### src/hdl/glbp_pkg.sv
// shared types, constants and helper functions for the label box placer
`timescale 1ns / 1ps

package glbp_pkg;

    localparam int MAX_BOXES_DEF = 64;
    localparam int CFG_W         = 15;
    localparam int COORD_W       = 16;
    localparam int CFG_IDX_W     = 2;

    // configuration register indexes
    localparam logic [CFG_IDX_W-1:0] REG_BOX_WIDTH  = 2'd0;
    localparam logic [CFG_IDX_W-1:0] REG_BOX_HEIGHT = 2'd1;
    localparam logic [CFG_IDX_W-1:0] REG_GAP        = 2'd2;

    localparam logic [CFG_W-1:0] BOX_WIDTH_RST  = 15'd102;
    localparam logic [CFG_W-1:0] BOX_HEIGHT_RST = 15'd51;
    localparam logic [CFG_W-1:0] GAP_RST        = 15'd51;

    // candidate positions, bit 0 selects left, bit 1 selects bottom
    localparam logic [1:0] POS_TOP_RIGHT    = 2'd0;
    localparam logic [1:0] POS_TOP_LEFT     = 2'd1;
    localparam logic [1:0] POS_BOTTOM_RIGHT = 2'd2;
    localparam logic [1:0] POS_BOTTOM_LEFT  = 2'd3;

    typedef struct packed {
        logic signed [COORD_W-1:0] point_x;
        logic signed [COORD_W-1:0] point_y;
        logic [15:0]               label_tag;
        logic                      start_of_set;
    } in_beat_t;

    typedef struct packed {
        logic                      placed;
        logic [1:0]                position;
        logic signed [COORD_W-1:0] box_min_x;
        logic signed [COORD_W-1:0] box_min_y;
        logic signed [COORD_W-1:0] box_max_x;
        logic signed [COORD_W-1:0] box_max_y;
        logic [15:0]               out_tag;
        logic                      store_overflow;
    } out_beat_t;

    // store word layout: min_x in the low bits, max_y in the high bits
    typedef struct packed {
        logic signed [COORD_W-1:0] max_y;
        logic signed [COORD_W-1:0] max_x;
        logic signed [COORD_W-1:0] min_y;
        logic signed [COORD_W-1:0] min_x;
    } rect_t;

    localparam int RECT_W = $bits(rect_t);

    typedef enum logic [1:0] {
        ST_IDLE,
        ST_SCAN,
        ST_DRAIN,
        ST_FINISH
    } state_t;

    typedef struct packed {
        logic load;
        logic rd_en;
        logic finish;
    } dp_cmd_t;

    typedef struct packed {
        logic store_empty;
        logic scan_last;
        logic out_free;
    } dp_stat_t;

    function automatic logic signed [COORD_W-1:0] sat16(input logic signed [17:0] v);
        logic signed [COORD_W-1:0] r;
        if (v > 18'sd32767)
        begin
            r = 16'sh7fff;
        end
        else if (v < -18'sd32768)
        begin
            r = 16'sh8000;
        end
        else
        begin
            r = v[COORD_W-1:0];
        end
        return r;
    endfunction

    // closed boxes: touching edges count as a hit
    function automatic logic rect_meet(input rect_t a, input rect_t b);
        return (a.min_x <= b.max_x) && (b.min_x <= a.max_x) &&
               (a.min_y <= b.max_y) && (b.min_y <= a.max_y);
    endfunction

endpackage

### src/hdl/glbp_ctrl.sv
// sequencer: accept, scan the box store, then hand off the result
`timescale 1ns / 1ps

module glbp_ctrl
    import glbp_pkg::*;
(
    input  logic     clk,
    input  logic     rst_n,
    input  logic     in_valid,
    output logic     in_ready,
    input  dp_stat_t stat,
    output dp_cmd_t  cmd
);

    state_t state_reg;
    state_t state_next;

    always_ff @(posedge clk or negedge rst_n)
    begin
        if (!rst_n)
        begin
            state_reg <= ST_IDLE;
        end
        else
        begin
            state_reg <= state_next;
        end
    end

    always_comb
    begin
        state_next = state_reg;
        unique case (state_reg)
            ST_IDLE:
            begin
                if (in_valid)
                begin
                    state_next = ST_SCAN;
                end
            end
            ST_SCAN:
            begin
                if (stat.store_empty)
                begin
                    state_next = ST_FINISH;
                end
                else if (stat.scan_last)
                begin
                    state_next = ST_DRAIN;
                end
            end
            ST_DRAIN:
            begin
                state_next = ST_FINISH;
            end
            ST_FINISH:
            begin
                if (stat.out_free)
                begin
                    state_next = ST_IDLE;
                end
            end
            default:
            begin
                state_next = ST_IDLE;
            end
        endcase
    end

    always_comb
    begin
        in_ready   = 1'b0;
        cmd.load   = 1'b0;
        cmd.rd_en  = 1'b0;
        cmd.finish = 1'b0;
        unique case (state_reg)
            ST_IDLE:
            begin
                in_ready = 1'b1;
                cmd.load = in_valid;
            end
            ST_SCAN:
            begin
                cmd.rd_en = !stat.store_empty;
            end
            ST_DRAIN:
            begin
            end
            ST_FINISH:
            begin
                cmd.finish = stat.out_free;
            end
            default:
            begin
            end
        endcase
    end

endmodule

### config.mk
export PLATFORM = sky130hd
export DESIGN_NAME = glbp_ctrl
export DESIGN_NICKNAME = d
export VERILOG_FILES = /design/src/hdl/glbp_pkg.sv /design/src/hdl/glbp_ctrl.sv
export SDC_FILE = /design/constraint.sdc
export NUM_CORES = 1
export LEC_CHECK = 0
export BUFFER_PORTS_ARGS = -buffer_cell sky130_fd_sc_hd__buf_2
export CORE_AREA = 3 3 40 42
export CTS_BUF_LIST = sky130_fd_sc_hd__clkbuf_8
export CTS_CLUSTER_DIAMETER = 60
export DETAILED_ROUTE_END_ITERATION = 8
export DIE_AREA = 0 0 43 45
export PLACE_DENSITY = 0.43
export REMOVE_ABC_BUFFERS = 1
export SYNTH_ARGS = -nofsm -noshare
export SYNTH_HDL_FRONTEND = slang
export SYNTH_SLANG_ARGS = --single-unit
### constraint.sdc
create_clock -name clk -period 3.28 [get_ports clk]
set_input_delay 0.656 -clock clk [delete_from_list [all_inputs] [get_ports clk]]
set_output_delay 0.656 -clock clk [all_outputs]
set_load 0.005 [all_outputs]
==> run_results.csv, run 1 <==
group,metric,value,unit
synth,async_reset_ff_share,100,%
routing,wl_met2,357,um
routing,routed_wl,578,um
timing,worstMarginPinSlew,0.342,ns
layout,n_antenna_cell,0,
global_routing,grt_pass1_vias,237,
die,io-pin-count,10,
clock_tree,cts_tree,"yes",
global_routing,grt_use_total,7.24,%
routing,drtIter0Drc,5,
worst_setup_path,critPathMaxFanout,6,
min_path,min_path_type,"in -> async",
placed_design,dp_cells,47,
routing,wl_met3,24,um
clock_tree,cts_root_buffer,"clkbuf_8",
routing,drtPass1Iterations,4,
synth,synthFlopType,"dfrtp_1",
global_routing,grt-ovfl-total,0,
placed_design,place_congestion,0.741,
layout,utilization,25.5,%
worst_setup_path,endpoint_kind,"output port",
power_and_ir_drop,vdd_drop_max,0.123,mV
die,core-area,1280,um^2
timing,fmax,527,MHz
timing,maxSlewViolCount,0,
timing,fin_crit_sh,57.8,%
global_routing,grt_max_degree,7,
clock_tree,cts_setup_buffers,0,
routing,ant_nets,0,
timing,post-route-min-period,1.90,ns
timing,layout_setup_ws,1.38,ns
placed_design,io_buffers,9,
synth,synth.avg_cell_area,9.68,um^2
synth,ys_types,15,
routing,top_layer_used,"met4",
timing,finClkSkew,0.00429,ns
synth,synth_edf_count,0,
layout,nets,46,
worst_setup_path,critical_path_buf_inv_count,2,
clock_tree,cts_hold_buf,0,
synth,synth_area_leader_cell,"dfrtp_1",
routing,num_vias,219,
synth,synth.area.top_cells,"dfrtp_1, ha_1, and2b_1",
synth,synth_area,223,um^2
global_routing,antenna_found_initial,0,
timing,rsz0062_at_grt,"false",
placed_design,place_ws,1.57,ns
routing,wire_per_inst,11.6,um
global_routing,grt_pass1_wl,979,um
worst_setup_path,cpPeakStageDelay,0.40,ns
worst_setup_path,slowest_stage,"dfrtp_1",
routing,via_per_inst,4.38,
synth,yosys.area.top_type_share,22.5,%
power_and_ir_drop,power_density,944,nW/um^2
clock_tree,clk_path_buf_depth,2,
timing,setup_viol,0,
clock_tree,clk_latency,0.21,ns
die,die_h,45,um
worst_setup_path,critPathTopFamily,"flip-flops",
layout,area_growth,47.2,%
die,die_w,43,um
worst_setup_path,critPathKind,"reg -> out",
worst_setup_path,startpoint_type,"flop",
clock_tree,cts.sinks,2,
synth,synth_seq_cells,2,
timing,hold_viol_final,0,
clock_tree,cts.reportedPaths.clkPinSlew,0.03,ns
worst_setup_path,cp_data_arrival_time,1.24,ns
layout,largest_reg_flops,2,
timing,tns,0,ns
worst_setup_path,cp_data_required_time,2.62,ns
die,design.die.area,1940,um^2
timing,max_slew_margin,76.9,%
run_status,status,"complete, no violations",
worst_setup_path,path_cells,"inv_1, ha_1, and2_1, buf_2",
clock_tree,cts_max_level,1,
flow_run,drv_cap,0,
clock_tree,cts-resized-gates,0,
power_and_ir_drop,p_leak,0.000169,uW
synth,synthCells,23,
layout,instances_no_fill,50,
timing,hold_ws,0.224,ns
routing,drc,0,
layout,drive_above_1_share,42.9,%
die,initial_core_util,17.3,%
die,rows,13,
synth,seq_area_frac_synth,22.5,%
routing,met1_length,187,um
synth,yosys-top-cells-count,"ha_1, inv_1",
clock_tree,cts_buffers,3,
synth,synth-warning-count,0,
==> final timing paths <==
check                                                end                     start  depth (start not counted)  slack, ns
max in group asynchronous       state_reg[0]$_DFFE_PN0P_                     rst_n                          1       2.95
worst min register to register  state_reg[1]$_DFFE_PN0P_  state_reg[1]$_DFFE_PN0P_                          1       0.57
worst max register to register  state_reg[1]$_DFFE_PN0P_  state_reg[0]$_DFFE_PN0P_                          5       1.80
worst min-delay path            state_reg[1]$_DFFE_PN0P_                     rst_n                          1       0.22
min in group clk                state_reg[1]$_DFFE_PN0P_  state_reg[1]$_DFFE_PN0P_                          1       0.57
worst max-delay path                              cmd[2]  state_reg[0]$_DFFE_PN0P_                          4       1.38
==> cell type report <==
cell class / instances / area, um^2
fillers: 149 / 957
multi-input cells: 18 / 161
flip-flops and latches: 2 / 50.0
repair buffers: 9 / 45.0
clock buffers: 3 / 41.3
well taps: 15 / 18.8
inverters: 3 / 11.3
==> worst reg2reg max path, delay by kind of cell, from the launching register on <==
family          cells  cell delay, ns
compound gates      1            0.20
fa+ha+maj           1            0.27
buf+inv             1            0.08
flops               1            0.40
mux                 1            0.29
simple gates        1            0.12
==> routing by layer <==
| layer | global-route usage [%] | up-vias |
|---|---|---|
| met5 | 0 | - |
| met4 | 7.23 | 0 |
| met3 | 1.20 | 2 |
| met2 | 13.8 | 6 |
| met1 | 6.25 | 103 |
| li1 | - | 108 |
==> through the flow <==
step | total power (uW) | instance area (um^2)
2_1_floorplan | 167 | 223
3_3_place_gp | 209 | 287
3_5_place_dp | 210 | 287
4_1_cts | 313 | 328
5_1_grt | 339 | 328
6_report | 310 | 328
==> where the power goes <==
group	switching, uW	internal, uW
combinational	73.2	85.8
clock	19.7	77.6
sequential	14.3	38.8
==> placed cells by master, fill, tap and decap left out <==
| master | n |
|---|---|
| buf_2 | 9 |
| inv_1 | 3 |
| ha_1 | 3 |
| clkbuf_8 | 3 |
| and2b_1 | 2 |
| and2_1 | 2 |
| nand2b_1 | 2 |
| dfrtp_1 | 2 |
| and2b_2 | 1 |
| o221ai_1 | 1 |
| nor4_1 | 1 |
| or2b_1 | 1 |
| or4b_1 | 1 |
| o41ai_1 | 1 |
| a211oi_1 | 1 |
| o221a_2 | 1 |
| mux2_4 | 1 |
==> cell families after synthesis <==
family                   synth area share [%]
buffers and inverters                    5.06
flip-flops                               22.5
adder cells (fa/ha/maj)                  16.9
multiplexers                             6.74
AO/OA/AOI/OAI                            16.3
AND/OR/NAND/NOR                          32.6
(Power assumes the default switching activity.)
==> run 2, diff against run 1 <==
--- a/config.mk
+++ b/config.mk
@@ -5,13 +5,14 @@
 export SDC_FILE = /design/constraint.sdc
 export NUM_CORES = 1
 export LEC_CHECK = 0
+export ABC_AREA = 1
 export BUFFER_PORTS_ARGS = -buffer_cell sky130_fd_sc_hd__buf_2
 export CORE_AREA = 3 3 40 42
 export CTS_BUF_LIST = sky130_fd_sc_hd__clkbuf_8
 export CTS_CLUSTER_DIAMETER = 60
 export DETAILED_ROUTE_END_ITERATION = 8
 export DIE_AREA = 0 0 43 45
-export PLACE_DENSITY = 0.43
+export PLACE_DENSITY = 0.41
 export REMOVE_ABC_BUFFERS = 1
 export SYNTH_ARGS = -nofsm -noshare
 export SYNTH_HDL_FRONTEND = slang
==> constraint.sdc (replaced) <==
create_clock -name clk -period 2 [get_ports clk]
set_input_delay 0.4 -clock clk [delete_from_list [all_inputs] [get_ports clk]]
set_output_delay 0.4 -clock clk [all_outputs]
set_load 0.005 [all_outputs]
==> run_results.csv, run 2 <==
group,metric,value,unit
synth,synth.avg_cell_area,6.10,um^2
die,design.die.area,1940,um^2
worst_setup_path,r2r_start,"state_reg[0]$_DFFE_PN0P_",
timing,hold_viol_final,0,
worst_setup_path,cpPeakStageDelay,0.42,ns
synth,synth_seq_cells,2,
routing,via_per_inst,3.67,
synth,synth_area_leader_cell,"dfrtp_1",
layout,largest_reg_flops,2,
synth,async_reset_ff_share,100,%
worst_setup_path,crit_path_start,"state_reg[0]$_DFFE_PN0P_",
clock_tree,cts_max_level,1,
synth,seq_area_frac_synth,24.8,%
routing,routed_wl,442,um
worst_setup_path,path_cells,"inv_2, ha_1, nand2_1, inv_1, buf_2",
worst_setup_path,cp_data_required_time,1.60,ns
worst_setup_path,critPathKind,"reg -> out",
die,die_h,45,um
timing,rsz0062_at_grt,"false",
global_routing,grt-ovfl-total,0,
timing,tns,0,ns
synth,ys_types,10,
layout,drive_above_1_share,30.4,%
global_routing,grt_pass1_wl,676,um
global_routing,antenna_found_initial,0,
clock_tree,cts_root_buffer,"clkbuf_8",
clock_tree,cts_setup_buffers,0,
routing,wire_per_inst,7.25,um
synth,yosys-top-cells-count,"nand2_1, inv_1, ha_1, nor2_1",
placed_design,io_buffers,9,
worst_setup_path,startpoint_type,"flop",
timing,hold_ws,0.497,ns
clock_tree,cts.sinks,2,
layout,mostFrequentLayoutCell,"nand2_1",
synth,yosys.area.top_type_share,24.8,%
synth,synth_edf_count,0,
run_status,status,"complete, no violations",
routing,num_vias,224,
layout,fillers,149,
routing,drtIter0Drc,0,
clock_tree,cts_buffers,3,
die,initial_core_util,15.7,%
worst_setup_path,endpoint_kind,"output port",
timing,post-route-min-period,1.53,ns
timing,worstMarginPinSlew,0.191,ns
layout,most-common-layout-cells,"nand2_1, buf_2, inv_1",
routing,drc,0,
min_path,min_path_type,"in -> async",
global_routing,grt_use_total,5.16,%
power_and_ir_drop,power_density,1460,nW/um^2
clock_tree,cts.reportedPaths.clkPinSlew,0.03,ns
clock_tree,cts_tree,"yes",
layout,n_antenna_cell,0,
clock_tree,cts-resized-gates,0,
layout,nets,57,
synth,synth.most_common_cell,"nand2_1",
synth,synthFlopType,"dfrtp_1",
global_routing,grt_max_degree,6,
synth,synth.area.top_cells,"dfrtp_1, nand2_1, ha_1",
power_and_ir_drop,vdd_drop_max,0.605,mV
die,rows,13,
worst_setup_path,slowest_stage,"dfrtp_1",
routing,ant_nets,0,
timing,fin_crit_sh,76.3,%
synth,synthCells,33,
synth,synth_area,201,um^2
clock_tree,cts_hold_buf,1,
layout,multi_input_area,121,um^2
timing,maxSlewViolCount,0,
routing,drtPass1Iterations,1,
power_and_ir_drop,p_leak,0.000211,uW
layout,register_area,50.0,um^2
timing,finClkSkew,0.000369,ns
clock_tree,clk_path_buf_depth,2,
clock_tree,clk_latency,0.21,ns
worst_setup_path,cp_data_arrival_time,1.13,ns
layout,area_growth,57.1,%
die,io-pin-count,10,
die,die_w,43,um
synth,synth-warning-count,0,
placed_design,hpwl,362,um
timing,fmax,655,MHz
timing,setup_viol,0,
flow_run,drv_cap,0,
global_routing,grt_pass1_vias,197,
die,core-area,1280,um^2
worst_setup_path,critPathMaxFanout,5,
timing,max_slew_margin,87.2,%
placed_design,place_congestion,0.730,
[run 2: changes by cell type after synthesis, sizes merged, moves of 3 or more]
cell | previous run | this run
nor2 | 0 | 3
inv | 3 | 8
nand2 | 0 | 13
and2b | 3 | 0
[run 2: logic make-up after synthesis]
kind of cell,Yosys count,synth area share (%)
and+or+nand+nor,19,39.1
DFF,2,24.8
adders and majority gates,3,18.6
buffers and inverters,8,14.9
AOI/OAI and AO/OA,1,2.48
[run 2: power by group]
group / internal, uW / switching [uW]
logic: 94.5 / 117
clock network: 127 / 30.7
registers: 64.0 / 28.0
total: 286 / 176
[run 2: worst paths after layout]
| kind | end | slack [ns] | cells after the start |
|---|---|---|---|
| setup / recovery | cmd[2] | 0.47 | 5 |
| hold / removal | state_reg[0]$_DFFE_PN0P_ | 0.50 | 2 |
| setup reg to reg | state_reg[0]$_DFFE_PN0P_ | 0.83 | 6 |
| hold reg to reg | state_reg[1]$_DFFE_PN0P_ | 0.54 | 2 |
| max in group asynchronous | state_reg[1]$_DFFE_PN0P_ | 1.41 | 2 |
| min in group clk | state_reg[0]$_DFFE_PN0P_ | 0.53 | 5 |
[run 2: worst max-delay path, delay by kind of cell, from the launching register on]
| kind | cells | cell delay, ns |
|---|---|---|
| adders and majority gates | 1 | 0.23 |
| and+or+nand+nor | 1 | 0.07 |
| DFF | 1 | 0.42 |
| buffers and inverters | 3 | 0.20 |
[run 2: cell type report]
cell class	count	area share, %
clock buffer	3	13.0
inverter	8	9.49
multi-input combinational	23	38.3
sequential	2	15.8
tap	15	5.93
timing repair buffer	10	17.4
[run 2: metal layers]
layer  global-route usage (%)  wire, um
met5                        0         0
met4                     7.23         0
met2                     9.28       268
met3                     1.20         5
met1                     3.86       167
[run 2: per-stage QoR]
stage / instances / power (uW) / utilization [%] / setup slack (ns) / area (um^2)
finish: 61 / 462 / 24.6 / 0.473 / 317
detailed placement: 57 / 308 / 20.6 / 0.689 / 265
global route: 61 / 520 / 24.6 / 0.407 / 317
floorplan: 33 / 241 / - / 0.816 / 201
global placement: 57 / 309 / 20.6 / 0.696 / 265
CTS: 61 / 475 / 24.6 / 0.463 / 317
